==> config.mk <==
export PLATFORM = sky130hd
export DESIGN_NAME = rpfs_ctrl
export DESIGN_NICKNAME = d
export VERILOG_FILES = /design/src/rtl/core/rpfs_pkg.sv /design/src/rtl/core/rpfs_ctrl.sv
export SDC_FILE = /design/constraint.sdc
export NUM_CORES = 1
export LEC_CHECK = 0
export ABC_AREA = 1
export BUFFER_PORTS_ARGS = -buffer_cell sky130_fd_sc_hd__buf_4
export CORE_AREA = 2 2 39 41
export DETAILED_ROUTE_END_ITERATION = 7
export DIE_AREA = 0 0 41 43
export SYNTH_ARGS = -nofsm -noshare
export SYNTH_HDL_FRONTEND = slang
export SYNTH_SLANG_ARGS = --single-unit
==> constraint.sdc <==
create_clock -name clock -period 3.2 [get_ports clock]
set_clock_uncertainty 0.1 [all_clocks]
set_input_delay 0.64 -clock clock [delete_from_list [all_inputs] [get_ports clock]]
set_output_delay 0.64 -clock clock [all_outputs]
set_load 0.005 [all_outputs]
==> src/rtl/core/rpfs_pkg.sv <==
// ----------------------------------------------------------------------------
// rpfs_pkg
// Shared types and constants of the row packet frame store.
// ----------------------------------------------------------------------------
package rpfs_pkg;

   // packet header characters
   localparam logic [7:0] SYNC_CHAR  = 8'h59;  // 'Y'
   localparam logic [7:0] COLON_CHAR = 8'h3A;  // ':'
   localparam int unsigned HDR_LEN   = 3;

   // display rotation codes
   localparam logic [1:0] ROT_0   = 2'd0;
   localparam logic [1:0] ROT_90  = 2'd1;
   localparam logic [1:0] ROT_180 = 2'd2;
   localparam logic [1:0] ROT_270 = 2'd3;

   typedef enum logic [1:0] {
      ST_CLEAR,
      ST_IDLE,
      ST_FLUSH,
      ST_READ
   } state_type;

   typedef struct packed {
      logic accept;     // request transfer this cycle
      logic clear_wr;   // write zero at sweep address
      logic flush_wr;   // copy one row byte to the frame store
      logic cnt_clr;
      logic cnt_inc;
      logic set_valid;  // response register becomes valid
      logic pix_load;   // capture pixel from frame store read data
   } cmd_type;

   typedef struct packed {
      logic item_read;      // request is a pixel read
      logic pkt_done;       // request byte completes a row packet
      logic cnt_row_last;
      logic cnt_frame_last;
      logic rsp_valid;
   } status_type;

endpackage

==> src/rtl/core/rpfs_ctrl.sv <==
// ----------------------------------------------------------------------------
// rpfs_ctrl
// Sequencer: post-reset clear sweep, request acceptance, row flush, pixel read.
// ----------------------------------------------------------------------------
module rpfs_ctrl (
   input  logic                clock,
   input  logic                reset,
   input  logic                req_tvalid,
   output logic                req_tready,
   input  rpfs_pkg::status_type status,
   output rpfs_pkg::cmd_type    cmd
);

   rpfs_pkg::state_type state_ff;
   rpfs_pkg::state_type state_in;
   logic                accept;

   assign req_tready = (state_ff == rpfs_pkg::ST_IDLE) && !status.rsp_valid;
   assign accept     = req_tvalid && req_tready;

   always_ff @(posedge clock) begin
      if (reset) begin
         state_ff <= rpfs_pkg::ST_CLEAR;
      end else begin
         state_ff <= state_in;
      end
   end

   // next state
   always_comb begin
      state_in = state_ff;
      unique case (state_ff)
         rpfs_pkg::ST_CLEAR: begin
            if (status.cnt_frame_last) state_in = rpfs_pkg::ST_IDLE;
         end
         rpfs_pkg::ST_IDLE: begin
            if (accept && status.item_read) begin
               state_in = rpfs_pkg::ST_READ;
            end else if (accept && status.pkt_done) begin
               state_in = rpfs_pkg::ST_FLUSH;
            end
         end
         rpfs_pkg::ST_FLUSH: begin
            if (status.cnt_row_last) state_in = rpfs_pkg::ST_IDLE;
         end
         rpfs_pkg::ST_READ: begin
            state_in = rpfs_pkg::ST_IDLE;
         end
         default: state_in = rpfs_pkg::ST_CLEAR;
      endcase
   end

   // outputs
   always_comb begin
      cmd = '0;
      cmd.accept = accept;
      unique case (state_ff)
         rpfs_pkg::ST_CLEAR: begin
            cmd.clear_wr = 1'b1;
            cmd.cnt_inc  = 1'b1;
         end
         rpfs_pkg::ST_IDLE: begin
            cmd.cnt_clr   = 1'b1;
            cmd.set_valid = accept && !status.item_read && !status.pkt_done;
         end
         rpfs_pkg::ST_FLUSH: begin
            cmd.flush_wr  = 1'b1;
            cmd.cnt_inc   = 1'b1;
            cmd.set_valid = status.cnt_row_last;
         end
         rpfs_pkg::ST_READ: begin
            cmd.cnt_clr   = 1'b1;
            cmd.pix_load  = 1'b1;
            cmd.set_valid = 1'b1;
         end
         default: cmd.cnt_clr = 1'b1;
      endcase
   end

   a_no_accept_in_clear: assert property (@(posedge clock) disable iff (reset)
      state_ff == rpfs_pkg::ST_CLEAR |-> !req_tready)
      else $error("request accepted during clear sweep");

   a_read_goes_read: assert property (@(posedge clock) disable iff (reset)
      accept && status.item_read |=> state_ff == rpfs_pkg::ST_READ)
      else $error("pixel read did not enter read state");

   a_read_gives_rsp: assert property (@(posedge clock) disable iff (reset)
      state_ff == rpfs_pkg::ST_READ |=> status.rsp_valid)
      else $error("pixel read produced no response");

   a_flush_end: assert property (@(posedge clock) disable iff (reset)
      state_ff == rpfs_pkg::ST_FLUSH && status.cnt_row_last
      |=> state_ff == rpfs_pkg::ST_IDLE && status.rsp_valid)
      else $error("row flush ended without response");

endmodule

Yosys cells after proc, flatten, opt, wreduce, memory -nomap -nowiden:

Cells that the tools add are included.

* add/sub/neg operators: 0
* multipliers: 0
* divide/modulo/power cells: 0
* $lt $le $gt $ge: 0
* equality and inequality tests: 6
* shifts and indexed selects: 0
* multiplexer cells: 11
* bitwise logic cells: 0
* reductions and logical operators: 13

Operators by type and width (number)
* 2-to-1 mux 2 bit: 4
* case mux 2 bit (4 select lines): 1
* logical AND 1 bit: 6
* 2-to-1 mux 1 bit: 5
* equality test 2 bit (second input constant): 2
* != test 2 bit (second input constant): 2
* OR reduction 2 bit: 2
* zero test 1 bit: 3
* != test 3 x 1 -> 1 bit (second input constant): 1
* case mux 1 bit (3 select lines): 1
* AND reduction 3 bit: 1
* equality test 2 x 1 -> 1 bit (second input constant): 1
* zero test 2 bit: 1

* bits in registers: 2
* latch bits: 0
* memory bits (writable): 0
* ROM bits: 0
* bits of input ports: 8
* output and inout port bits: 8
* memories kept: 0

Logic depth before layout (Yosys ltp):

Gate-level depths: netlist of the first run.

* word-level depth: 7
* mapped depth: 6

Worst setup path before layout of the first run:

OpenSTA, ideal clock, no wires.

* kind: input -> output
* start: input port req_tvalid
* end: output port cmd[1] (netlist bit)
* arrival time: 0.975 ns
* required time: 2.460 ns
* setup slack: 1.485 ns
* stages: 4
* cell sequence: inv_1 -> nor3_2 -> nand3_1 -> nand2_1

RTL lines
* from (decl): RTL line rpfs_ctrl.sv:8 `input logic req_tvalid,`
* to (decl): RTL line rpfs_ctrl.sv:11 `output rpfs_pkg::cmd_type cmd`

==> results.md, run 1 <==
Timing:
- The count of final max-slew check failures came to 0.
- Static timing analysis puts the maximum clock frequency at 0.510 GHz.
- The final critical path time including I/O delays and setup is 1.96 ns.
- The post-layout worst setup margin is 1.24 ns.
- The count of final hold-check violations is 0.
- The fraction of the cycle the final worst path needs is 61.3%.
- Setup repair after global routing left no endpoint under its margin.
- In the final timing run, aggregate negative setup slack is 0 ns.
- At the pin with the least slew margin, the transition time is 0.220 ns.
- Setup violations remaining at the end of the flow were counted as 0.
- The worst max-slew margin expressed relative to the limit is 85.3%.

Setup path:
- Of all nets on the critical path, the largest fanout is 2.
- The startpoint class of the critical path is an input pin.
- The capturing element of the worst setup path is cmd[1].
- The reg-to-reg startpoint is state_ff[0]$_SDFFE_PP0P_.
- The startpoint-to-endpoint class of the critical path is in -> out.
- Data on the critical path is required at its endpoint by 2.46 ns.
- The worst setup path is captured at a primary output.
- The critical path starts at status[0].
- In this run the critical register-to-register path is captured at state_ff[0]$_SDFFE_PP0P_.
- Data on the critical path arrives at its endpoint at 1.22 ns.
- The number of cells on the worst reg-to-reg path is 5.
- The internal reg-to-reg setup slack is 2.13 ns.

Floorplan:
- The die width is 41 um.
- In this run the vertical extent of the chip is 43 um.
- Row generation in the floorplan step produced 14 rows.
- The die covers 1760 sq um.
- The number of top-level design ports is 16.
- The core box area is 1380 sq um.
- The initial utilization of the core area, before any placement, comes to 13.6%.

Placement:
- Prior to clock tree synthesis, the placed netlist has a worst setup slack of 1.23 ns.
- In this run the tool buffered the top-level ports with 15 buffer cells.
- Including well taps, the total number of placed cells is 61.
- The congestion estimate from routability-driven global placement came to 0.713.
- The wire-length estimate of the detail-placed layout is 396 um.

Cells and area:
- The largest registers in the layout are state_ff x2.
- At the end of the flow, the number of nets in the layout was 58.
- Of the cells placed in the final design, the portion with a size suffix greater than 1 is 47.9%.
- The signed area change from the synthesized netlist to the final layout is 76.7%.
- The flip-flop count of the largest register, all copies and words added is 2.
- The finished layout holds 64 standard cells, fillers aside.
- The register name with the most flops is state_ff.
- The number of antenna diodes in the final layout is 0.

Clock network:
- The root buffer cell chosen for the clock tree is sky130_fd_sc_hd__clkbuf_4.
- Buffers added to address setup during post-CTS repair amount to 0.
- The maximum count of clock buffers along a single path is 2.
- Gates resized during post-CTS repair numbered 0.
- For this design, the sink count on the clock tree is 2.
- The number of hold buffers added after CTS was 0.
- Counting the buffers created by CTS gives 3.
- TritonCTS built the clock tree.
- CTS built an H-tree with a depth of 1.
- The clock edge transition at the registers on the reported setup and hold paths is 0.03 ns.
- At the later pin of the worst-skew pair, clock insertion delay measures 0.22 ns.

Logic synthesis:
- The synthesized flop and latch total is 2.
- The average instance in the mapped netlist occupies 5.87 sq um.
- Of the total synthesized cell area, the portion taken by full adders, half adders and majority gates is 0%.
- The post-synthesis mux area share is 0%.
- The share of the Yosys chip area taken by registers is 21.3%.
- The post-synthesis xor/xnor area fraction is 0%.
- The synthesized netlist net count is 40.
- The warning count from the yosys run is 0.
- By area, the combinational part of the netlist is dominated by simple AND/OR/NAND/NOR gates.
- The synthesized netlist devotes 7.33% of its cell area to compound gates.
- The gate count after technology mapping is 32.
- The simple-gate area share of the yosys netlist is 49.3%.
- The netlist uses 13 different library cells.
- After synthesis the cells add up to 188 sq um.

Global route:
- After global routing, the most crowded layer is met2.
- Across every metal layer, demand over resource in global routing totals 6.91%.
- The wire length of the first global-routing pass is 765 um.
- The fraction of met3 tracks used by global routing is 3.14%.
- Summed over all layers, the global routing overflow is 0.
- For met2 alone, demand over resource in global routing was 9.69%.
- Entering global routing, the biggest net connects 8 pins.
- The number of antenna violations at the first check in global routing is 0.
- Global routing consumed, on the met1 layer, 6.39% of the routing resources.
- The via count of the first global-routing pass is 248.

Drt:
- The total number of vias is 227.
- The number of iterations in the first detailed-routing pass is 2.
- The final layout contains routed wiring with a total length of 469 um.
- In this run, the number of DRC markers left after iteration 0 of detailed routing was 1.
- The detail route stage leaves a number of antenna-violating nets equal to 0.
- The count of unresolved DRC violations after routing is 0.
- The mean number of vias per cell is 3.55.
- Dividing the detail-routed wire length by the instance count gives 7.33 um.

Outcome:
- The run finished with clean final reports.

Power:
- The worst-case IR drop observed on VDD is 0.0705 mV.
- The static power due to leakage is 0.187 nW.
- The ratio of total power to cell area is 339 nW/um^2.

Worst hold path:
- The class of the worst hold path is in -> reg.

Job:
- The count of maximum capacitance violations is 0.
==> kinds of logic (layout without fill, tap and decap cells) <==
family / after synthesis / after routing
simple gates: 18 / 18
buf+inv: 10 / 26
compound gates: 2 / 2
flops: 2 / 2
==> worst min path at each step <==
stage / end / depth (start not counted) / start
2_1_floorplan: state_ff[0]$_SDFFE_PP0P_ / 4 / state_ff[1]$_SDFFE_PP0P_
3_3_place_gp: state_ff[0]$_SDFFE_PP0P_ / 4 / state_ff[1]$_SDFFE_PP0P_
3_5_place_dp: state_ff[0]$_SDFFE_PP0P_ / 4 / state_ff[1]$_SDFFE_PP0P_
4_1_cts: state_ff[1]$_SDFFE_PP0P_ / 2 / reset
5_1_grt: state_ff[1]$_SDFFE_PP0P_ / 2 / reset
6_report: state_ff[1]$_SDFFE_PP0P_ / 2 / reset
==> per-layer routing <==
layer  wire length [um]  up-vias
li1                   -      124
met3                 29        0
met2                246        8
met5                  0        -
met1                193       95
met4                  0        0
==> per-stage QoR <==
step | power, mW | util, % | hold slack (ns) | instance area [sq um]
3_3_place_gp | 0.0568 | 22.3 | 0.533 | 309
4_1_cts | 0.117 | 24.0 | 0.468 | 332
5_1_grt | 0.122 | 24.0 | 0.468 | 332
3_5_place_dp | 0.0572 | 22.3 | 0.538 | 309
6_report | 0.112 | 24.0 | 0.474 | 332
2_1_floorplan | 0.0410 | - | 0.492 | 188
==> synth_stat cells <==
master / number / share of area (%)
sky130_fd_sc_hd__inv_1: 8 / 16
sky130_fd_sc_hd__nand2_1: 8 / 16
sky130_fd_sc_hd__nor2_1: 4 / 8.0
sky130_fd_sc_hd__dfxtp_1: 2 / 21
sky130_fd_sc_hd__nand3_1: 2 / 5.3
sky130_fd_sc_hd__a21oi_2: 1 / 4.7
sky130_fd_sc_hd__buf_4: 1 / 4.0
sky130_fd_sc_hd__clkbuf_1: 1 / 2.0
sky130_fd_sc_hd__nand2_2: 1 / 3.3
sky130_fd_sc_hd__nand3_2: 1 / 5.3
sky130_fd_sc_hd__nor2_4: 1 / 6.0
sky130_fd_sc_hd__nor3_2: 1 / 5.3
sky130_fd_sc_hd__o21ai_0: 1 / 2.7
==> critical path, stage by stage <==
cell and delay (ns):
sky130_fd_sc_hd__buf_4 0.13, sky130_fd_sc_hd__nor3_2 0.20, sky130_fd_sc_hd__nand3_1 0.09, sky130_fd_sc_hd__nand2_1 0.07
sky130_fd_sc_hd__buf_4 0.10
==> where the power goes <==
part           total (mW)  switching, mW  internal, mW
Combinational      0.0276         0.0120        0.0157
Clock              0.0560         0.0146        0.0414
Sequential         0.0287        0.00218        0.0266
Total               0.112         0.0288        0.0836
==> layout make-up <==
cell class | count | area (sq um)
inverters | 8 | 30.0
fillers | 160 | 1050
flip-flops and latches | 2 | 40.0
repair buffers | 15 | 113
multi-input cells | 20 | 106
clock buffers | 3 | 22.5
well taps | 16 | 20.0
==> cells in the final DEF (no fill, tap or decap) <==
| cell type | instances |
|---|---|
| sky130_fd_sc_hd__nor3_2 | 1 |
| sky130_fd_sc_hd__nor2_4 | 1 |
| sky130_fd_sc_hd__nand3_2 | 1 |
| sky130_fd_sc_hd__nand3_1 | 2 |
| sky130_fd_sc_hd__o21ai_0 | 1 |
| sky130_fd_sc_hd__buf_4 | 15 |
| sky130_fd_sc_hd__dfxtp_1 | 2 |
| sky130_fd_sc_hd__clkbuf_4 | 3 |
| sky130_fd_sc_hd__nor2_1 | 4 |
| sky130_fd_sc_hd__nand2_1 | 8 |
| sky130_fd_sc_hd__nand2_2 | 1 |
| sky130_fd_sc_hd__a21oi_2 | 1 |
| sky130_fd_sc_hd__inv_1 | 8 |
No activity file was read; power rests on OpenSTA's default activity.
==> run 2, diff against run 1 <==
--- a/config.mk
+++ b/config.mk
@@ -5,7 +5,7 @@
 export SDC_FILE = /design/constraint.sdc
 export NUM_CORES = 1
 export LEC_CHECK = 0
-export ABC_AREA = 1
+export ABC_AREA = 0
 export BUFFER_PORTS_ARGS = -buffer_cell sky130_fd_sc_hd__buf_4
 export CORE_AREA = 2 2 39 41
 export DETAILED_ROUTE_END_ITERATION = 7
==> constraint.sdc (replaced) <==
create_clock -name clock -period 1.9 [get_ports clock]
set_clock_uncertainty 0.1 [all_clocks]
set_input_delay 0.38 -clock clock [delete_from_list [all_inputs] [get_ports clock]]
set_output_delay 0.38 -clock clock [all_outputs]
set_load 0.005 [all_outputs]
==> run 2 against run 1 <==
Count of clock-buffer cells in the layout is the same. Register-to-register slack lost 1.3 ns. First-iteration DRC count down 100%. Critical path depth down 1. Wire length shrank 4.9%. Critical path type is now reg -> out. Highest routed layer unchanged.
==> results.md, run 2 <==
Logic synthesis:
- The simple-gate area share of the yosys netlist is 42.9% (was 49.3%).
- The synthesized netlist net count came to 28 (was 40).
- The post-synthesis mux area share is 0% (unchanged).
- The area of the mapped netlist is 158 sq um (was 188 sq um).
- The leading register cell type out of synthesis is sky130_fd_sc_hd__dfxtp_1 (unchanged).
- Dominant cells by area after synthesis: sky130_fd_sc_hd__dfxtp_1 (25%), sky130_fd_sc_hd__and4bb_4 (10%), sky130_fd_sc_hd__a21oi_1 (9.5%) (was sky130_fd_sc_hd__dfxtp_1 (21%), sky130_fd_sc_hd__inv_1 (16%), sky130_fd_sc_hd__nand2_1 (16%)).
- The share of Yosys cell area claimed by the top area cell type is 25.4% (was 21.3%).
- The leading area contributor after synthesis is sky130_fd_sc_hd__dfxtp_1 (unchanged).
- The number of enable flip-flop cells after synthesis is 0 (unchanged).
- The main combinational cell family by area after synthesis is simple AND/OR/NAND/NOR gates (unchanged).
- The compound-gate portion of the synthesized area is 22.2% (was 7.33%).
- The post-synthesis share of cell area spent on full adders, half adders and majority gates was 0% (unchanged).
- Most frequent cells after synthesis: sky130_fd_sc_hd__a21oi_1 (3), sky130_fd_sc_hd__nor2_1 (3), sky130_fd_sc_hd__dfxtp_1 (2) (was sky130_fd_sc_hd__inv_1 (8), sky130_fd_sc_hd__nand2_1 (8), sky130_fd_sc_hd__nor2_1 (4)).
- The sequential cell area fraction in the yosys report is 25.4% (was 21.3%).
- The gate count after technology mapping was 20 (was 32).
- The unique cell type count in the Yosys netlist is 15 (was 13).
- The fraction of synthesis flops using an asynchronous set or reset pin is 0% (unchanged).
- The synthesized flop and latch total is 2 (unchanged).
- The post-synthesis xor/xnor area fraction is 0% (unchanged).
- The warning count from the yosys run was 0 (unchanged).
- The post-synthesis average cell area is 7.88 sq um (was 5.87 sq um).

Cells and area:
- Largest registers: state_ff x2 (unchanged).
- The count of nets after finishing was 46 (was 58).
- The flip-flop count of the largest register, all copies and words added is 2 (unchanged).
- The signed area change from the synthesized netlist to the final layout was 91.3% (was 76.7%).
- The final antenna diode count is 0 (unchanged).
- The most common library cell in the layout ignoring fill and taps is sky130_fd_sc_hd__buf_4 (unchanged).
- The register name with the most flops is state_ff (unchanged).
- Most used cells in the layout excluding fill and tap cells: sky130_fd_sc_hd__buf_4 (15), sky130_fd_sc_hd__nor2_1 (3), sky130_fd_sc_hd__a21oi_1 (3), sky130_fd_sc_hd__clkbuf_4 (3), sky130_fd_sc_hd__dfxtp_1 (2) (was sky130_fd_sc_hd__buf_4 (15), sky130_fd_sc_hd__inv_1 (8), sky130_fd_sc_hd__nand2_1 (8), sky130_fd_sc_hd__nor2_1 (4), sky130_fd_sc_hd__clkbuf_4 (3)).
- The cell area after layout was 302 sq um (was 332 sq um).
- The ratio of cells with drive above 1 in the final layout is 58.3% (was 47.9%).

Clock network:
- The maximum count of clock buffers along a single path is 2 (unchanged).
- The count of H-tree levels built during CTS came to 1 (unchanged).
- The latest clock arrival within the worst-skew pair is 0.22 ns (about the same).
- The number of buffers added by the clock tree synthesis step is 3 (unchanged).
- The number of instances resized during post-cts repair came to 0 (unchanged).
- The CTS tree is yes (unchanged).
- The number of hold buffers added after CTS was 0 (unchanged).
- The CTS sink count is 2 (unchanged).
- The clock edge transition at the registers on the reported setup and hold paths is 0.03 ns (about the same).
- The clock tree root driver cell was sky130_fd_sc_hd__clkbuf_4 (unchanged).
- The buffers inserted during post-CTS setup optimization is 0 (unchanged).

Drt:
- The mean number of vias per cell is 3.77 (was 3.55).
- The number of routed nets with antenna violations was 0 (unchanged).
- The number of iterations in the first detailed-routing pass is 1 (was 2).
- The routed wirelength normalized by instance count is 8.58 um (was 7.33 um).
- The DRC marker count from the first detailed-route iteration is 0 (was 1).
- The count of unresolved DRC violations after routing is 0 (unchanged).
- The wire length reported by the detailed router is 446 um (was 469 um).
- The total number of vias is 196 (was 227).

Timing:
- The transition time at the pin with the least slew margin came to 0.221 ns (was 0.220 ns).
- The highest clock frequency the design can meet is 0.596 GHz.
- The worst max-slew margin expressed relative to the limit was 85.3% (about the same).
- The final critical path takes up 88.3% of the cycle.
- The sum of negative setup slack is 0 ns (unchanged).
- Unrepaired setup endpoints after global routing: false (unchanged).
- The count of final setup violators is 0 (unchanged).
- The count of final max-slew check failures is 0 (unchanged).
- The count of final hold-check violations is 0 (unchanged).
- The smallest clock period supported by the final layout is computed as 1.68 ns.

Global route:
- The via count of the first global-routing pass was 196 (was 248).
- The global-route usage over all layers is 6.91% (unchanged).
- The overall overflow remaining after global route is 0 (unchanged).
- The maximum number of pins on one net before global-route repair is 9 (was 8).
- The number of antenna violations at the first check in global routing is 0 (unchanged).
- The wire length of the first global-routing pass is 690 um (was 765 um).

Outcome:
- Result of the run: finished clean (unchanged).

Setup path:
- The sort of element at the end of the critical path is a primary output (unchanged).
- The endpoint required time on the critical path is 1.42 ns (was 2.46 ns).
- The end of the worst register-to-register path is state_ff[0]$_SDFFE_PP0P_ (unchanged).
- The number of cells on the worst reg-to-reg path is 2 (was 5).
- The internal reg-to-reg setup slack is 0.82 ns (was 2.13 ns).
- The capturing element of the worst setup path is cmd[1] (unchanged).
- The startpoint-to-endpoint class of the critical path is reg -> out (was in -> out).
- The reg-to-reg startpoint was state_ff[1]$_SDFFE_PP0P_ (was state_ff[0]$_SDFFE_PP0P_).
- The startpoint class of the critical path is a flip-flop (was input pin).
- The worst-path maximum fanout is 8 (was 2).
- The source of the critical timing path is state_ff[1]$_SDFFE_PP0P_ (was status[0]).
- The data arrival time of the critical path is 1.20 ns (was 1.22 ns).

Placement:
- The routability congestion estimate came to 0.560 (was 0.713).
- The standard cell area after detailed placement is 279 sq um (was 309 sq um).
- The placed wire-length estimate came to 350 um (was 396 um).
- The total of buffers placed on input and output ports came to 15 (unchanged).

Floorplan:
- The overall die area was 1760 sq um (unchanged).
- The number of top-level design ports is 16 (unchanged).
- The height of the chip came to 43 um (unchanged).
- The die width was 41 um (unchanged).
- The number of rows in the core area is 14 (unchanged).
- The core box area was 1380 sq um (unchanged).
- The starting density of the core is 11.4% (was 13.6%).

Power:
- The final total power is 184 uW (was 112 uW).
- The static power due to leakage is 0.143 nW (was 0.187 nW).
- The maximum vdd ir drop is 0.118 mV (was 0.0705 mV).
- The ratio of total power to cell area is 610 nW/um^2 (was 339 nW/um^2).

Job:
- The count of maximum capacitance violations is 0 (unchanged).

Worst hold path:
- The class of the worst hold path is in -> reg (unchanged).
- The worst hold path depth is 2 (unchanged).
==> run 2: changes by cell type in the layout (fill, tap and decap cells not counted), sizes merged, moves of 2 or more <==
cell	previous run	this run
inv	8	1
nor2	5	3
nand2	9	0
a21oi	1	3
nand2b	0	2
nand3	3	0
==> run 2: logic make-up (layout without fill, tap and decap cells) <==
group	count (synthesis)	in the layout
flops	2	2
buf+inv	3	19
compound gates	5	5
simple gates	10	10
==> run 2: report_power, final <==
| group | internal, mW | total [mW] | leakage [nW] | switching, mW |
|---|---|---|---|---|
| Combinational | 0.0264 | 0.0404 | 0.112 | 0.0140 |
| Sequential | 0.0446 | 0.0482 | 0.0165 | 0.00353 |
| Clock | 0.0698 | 0.0953 | 0.0138 | 0.0255 |
| Total | 0.141 | 0.184 | 0.143 | 0.0431 |
==> run 2: layer usage <==
metal | GRT usage (%) | wire length, um
met3 | 3.14 | 65
met2 | 9.69 | 235
met1 | 4.47 | 145
met4 | 12.0 | 0
met5 | 0 | 0
==> run 2: critical path, cell delays in order (launching register included) <==
cell and delay (ns):
sky130_fd_sc_hd__dfxtp_1 0.35, sky130_fd_sc_hd__and4bb_4 0.35, sky130_fd_sc_hd__a21oi_1 0.06, sky130_fd_sc_hd__nor2_1 0.09, sky130_fd_sc_hd__buf_4 0.11
==> run 2: how the worst min path moves through the flow <==
stage	from	to	slack, ns
3_3_place_gp	reset	state_ff[0]$_SDFFE_PP0P_	0.46
6_report	reset	state_ff[1]$_SDFFE_PP0P_	0.23
3_5_place_dp	reset	state_ff[0]$_SDFFE_PP0P_	0.46
4_1_cts	reset	state_ff[0]$_SDFFE_PP0P_	0.22
2_1_floorplan	reset	state_ff[0]$_SDFFE_PP0P_	0.35
5_1_grt	reset	state_ff[0]$_SDFFE_PP0P_	0.21
==> run 2: layout make-up <==
| type | instances | area (sq um) |
|---|---|---|
| clock buffer | 3 | 22.5 |
| fill | 159 | 1080 |
| inverter | 1 | 3.75 |
| multi-input combinational | 15 | 103 |
| sequential | 2 | 40.0 |
| tap | 16 | 20.0 |
| timing repair buffer | 15 | 113 |
==> run 2: stage by stage <==
step | utilization (%) | instances | hold WS, ns | worst slack [ns]
6_report | 21.8 | 52 | 0.225 | 0.222
5_1_grt | 21.8 | 52 | 0.211 | 0.113
4_1_cts | 21.8 | 52 | 0.216 | 0.195
3_5_place_dp | 20.2 | 49 | 0.460 | 0.316
3_3_place_gp | 20.2 | 49 | 0.455 | 0.312
2_1_floorplan | - | 20 | 0.346 | 0.543
==> run 3, diff against run 2 <==
--- a/config.mk
+++ b/config.mk
@@ -10,6 +10,7 @@
 export CORE_AREA = 2 2 39 41
 export DETAILED_ROUTE_END_ITERATION = 7
 export DIE_AREA = 0 0 41 43
+export PLACE_DENSITY = 0.39
 export SYNTH_ARGS = -nofsm -noshare
 export SYNTH_HDL_FRONTEND = slang
 export SYNTH_SLANG_ARGS = --single-unit
==> run 3 against run 2 <==
Non-clock buffer count did not move. Critical path depth did not move. Clock power fell by 0.5%. Utilization did not move. Hold slack barely moved. Critical endpoint unchanged.
==> results.md, run 3 (synthesized netlist as in run 2, its figures left out) <==
Clock network:
- The buffers inserted during post-CTS setup optimization is 0 (unchanged).
- The maximum count of clock buffers along a single path is 2 (unchanged).
- The clock tree root driver cell is sky130_fd_sc_hd__clkbuf_4 (unchanged).
- The clock edge transition at the registers on the reported setup and hold paths was 0.03 ns (about the same).
- The latest clock arrival within the worst-skew pair came to 0.22 ns (about the same).
- The CTS sink count is 2 (unchanged).
- The count of H-tree levels built during CTS is 1 (unchanged).
- The number of buffers added by the clock tree synthesis step is 3 (unchanged).
- The number of instances resized during post-cts repair is 0 (unchanged).
- The number of hold buffers added after CTS was 0 (unchanged).
- The CTS tree is yes (unchanged).

Setup path:
- The source of the critical timing path is state_ff[1]$_SDFFE_PP0P_ (unchanged).
- The sort of element at the end of the critical path was a primary output (unchanged).
- The endpoint required time on the critical path came to 1.42 ns (about the same).
- The startpoint-to-endpoint class of the critical path was reg -> out (unchanged).
- The worst-path maximum fanout came to 8 (unchanged).
- The startpoint class of the critical path is a flip-flop (unchanged).
- The data arrival time of the critical path is 1.22 ns (was 1.20 ns).
- The reg-to-reg startpoint is state_ff[1]$_SDFFE_PP0P_ (unchanged).

Floorplan:
- The height of the chip is 43 um (unchanged).
- The number of top-level design ports was 16 (unchanged).
- The die width was 41 um (unchanged).
- The starting density of the core is 11.4% (unchanged).
- The core box area was 1380 sq um (unchanged).
- The number of rows in the core area was 14 (unchanged).
- The overall die area is 1760 sq um (unchanged).

Drt:
- The DRC marker count from the first detailed-route iteration is 3 (was 0).
- The total number of vias came to 192 (was 196).
- The number of iterations in the first detailed-routing pass was 2 (was 1).
- The wire length reported by the detailed router was 472 um (was 446 um).
- The count of unresolved DRC violations after routing is 0 (unchanged).
- The number of routed nets with antenna violations is 0 (unchanged).
- The mean number of vias per cell is 3.69 (was 3.77).
- The routed wirelength normalized by instance count is 9.08 um (was 8.58 um).

Global route:
- The busiest metal layer after global routing is met2 (was met4).
- The fraction of met3 tracks used by global routing is 3.14% (unchanged).
- The met1 track demand over resource in global routing is 7.03% (was 4.47%).
- The number of antenna violations at the first check in global routing is 0 (unchanged).
- The global-route usage over all layers is 6.81% (was 6.91%).
- The via count of the first global-routing pass is 193 (was 196).
- The maximum number of pins on one net before global-route repair is 9 (unchanged).
- The met2 usage in global routing is 8.75% (was 9.69%).
- The overall overflow remaining after global route is 0 (unchanged).
- The wire length of the first global-routing pass was 738 um (was 690 um).

Timing:
- The fraction of the cycle the final worst path needs is 89.2% (was 88.3%).
- Unrepaired setup endpoints after global routing: false (unchanged).
- The count of final max-slew check failures is 0 (unchanged).
- The transition time at the pin with the least slew margin was 0.226 ns (was 0.221 ns).
- The sum of negative setup slack is 0 ns (unchanged).
- The worst max-slew margin expressed relative to the limit is 84.9% (was 85.3%).
- The final critical path time including I/O delays and setup is 1.70 ns (was 1.68 ns).
- The count of final hold-check violations is 0 (unchanged).
- The highest clock frequency the design can meet was 0.590 GHz (was 0.596 GHz).
- The count of final setup violators was 0 (unchanged).

Job:
- The count of maximum capacitance violations is 0 (unchanged).

Worst hold path:
- The launch point of the worst hold path is reset (unchanged).
- The class of the worst hold path is in -> reg (unchanged).

Placement:
- The routability congestion estimate is 0.667 (was 0.560).
- The placed wire-length estimate is 385 um (was 350 um).
- The total of buffers placed on input and output ports was 15 (unchanged).

Power:
- The maximum vdd ir drop is 0.157 mV (was 0.118 mV).
- The static power due to leakage came to 0.143 nW (unchanged).
- The ratio of total power to cell area is 609 nW/um^2 (was 610 nW/um^2).
- The final total power is 184 uW (about the same).

Cells and area:
- The post-route core utilization is 21.8% (unchanged).
- The area taken by flip-flops and latches was 40.0 sq um (unchanged).
- The number of filler cells placed in the layout is 158 (was 159).
- The ratio of cells with drive above 1 in the final layout is 58.3% (unchanged).
- The register name with the most flops is state_ff (unchanged).
- The most common library cell in the layout ignoring fill and taps is sky130_fd_sc_hd__buf_4 (unchanged).
- Largest registers: state_ff x2 (unchanged).
- The area taken by multi-input logic gates was 103 sq um (unchanged).
- Most used cells in the layout excluding fill and tap cells: sky130_fd_sc_hd__buf_4 (15), sky130_fd_sc_hd__nor2_1 (3), sky130_fd_sc_hd__a21oi_1 (3), sky130_fd_sc_hd__clkbuf_4 (3), sky130_fd_sc_hd__dfxtp_1 (2) (unchanged).
- The flip-flop count of the largest register, all copies and words added is 2 (unchanged).
- The count of nets after finishing is 46 (unchanged).
- The final antenna diode count is 0 (unchanged).
- The signed area change from the synthesized netlist to the final layout is 91.3% (unchanged).

Outcome:
- Result of the run: finished clean (unchanged).
==> run 3: cell counts in the layout (fill, tap and decap cells not counted) <==
Identical to the previous run, type by type.
==> run 3: layout make-up <==
type	instances	area share [%]
Clock buffer	3	7.47
Inverter	1	1.24
Multi-Input combinational cell	15	34.0
Sequential cell	2	13.3
Tap cell	16	6.64
Timing Repair Buffer	15	37.3
==> run 3: final timing paths <==
path | to | slack, ns | cells past startpoint
worst min register to register | state_ff[0]$_SDFFE_PP0P_ | 0.59 | 2
worst max-delay path | cmd[1] | 0.20 | 4
worst min-delay path | state_ff[0]$_SDFFE_PP0P_ | 0.23 | 2
worst max register to register | state_ff[0]$_SDFFE_PP0P_ | 0.81 | 2
==> run 3: where the power goes <==
| group | internal (mW) | switching, mW |
|---|---|---|
| Clock | 0.0698 | 0.0250 |
| Combinational | 0.0264 | 0.0142 |
| Sequential | 0.0446 | 0.00357 |
==> run 3: critical path, stage by stage (launching register included) <==
cell and delay [ns]:
sky130_fd_sc_hd__dfxtp_1 0.36, sky130_fd_sc_hd__and4bb_4 0.35, sky130_fd_sc_hd__a21oi_1 0.06, sky130_fd_sc_hd__nor2_1 0.10, sky130_fd_sc_hd__buf_4 0.12
==> run 3: stage by stage <==
step                      instances  cell area [sq um]  worst slack, ns  hold WS [ns]
after floorplan                  20                158            0.543         0.346
after global placement           49                279            0.285         0.459
after detailed placement         49                279            0.290         0.454
after CTS                        52                302            0.164         0.211
after global routing             52                302           0.0841         0.197
final                            52                302            0.205         0.225
==> run 3: metal layers <==
layer	vias to the layer above	routed length, um	part of all wire, %
li1	100	-	-
met4	0	0	0
met1	82	184	39
met3	0	47	10
met2	10	239	51
met5	-	0	0
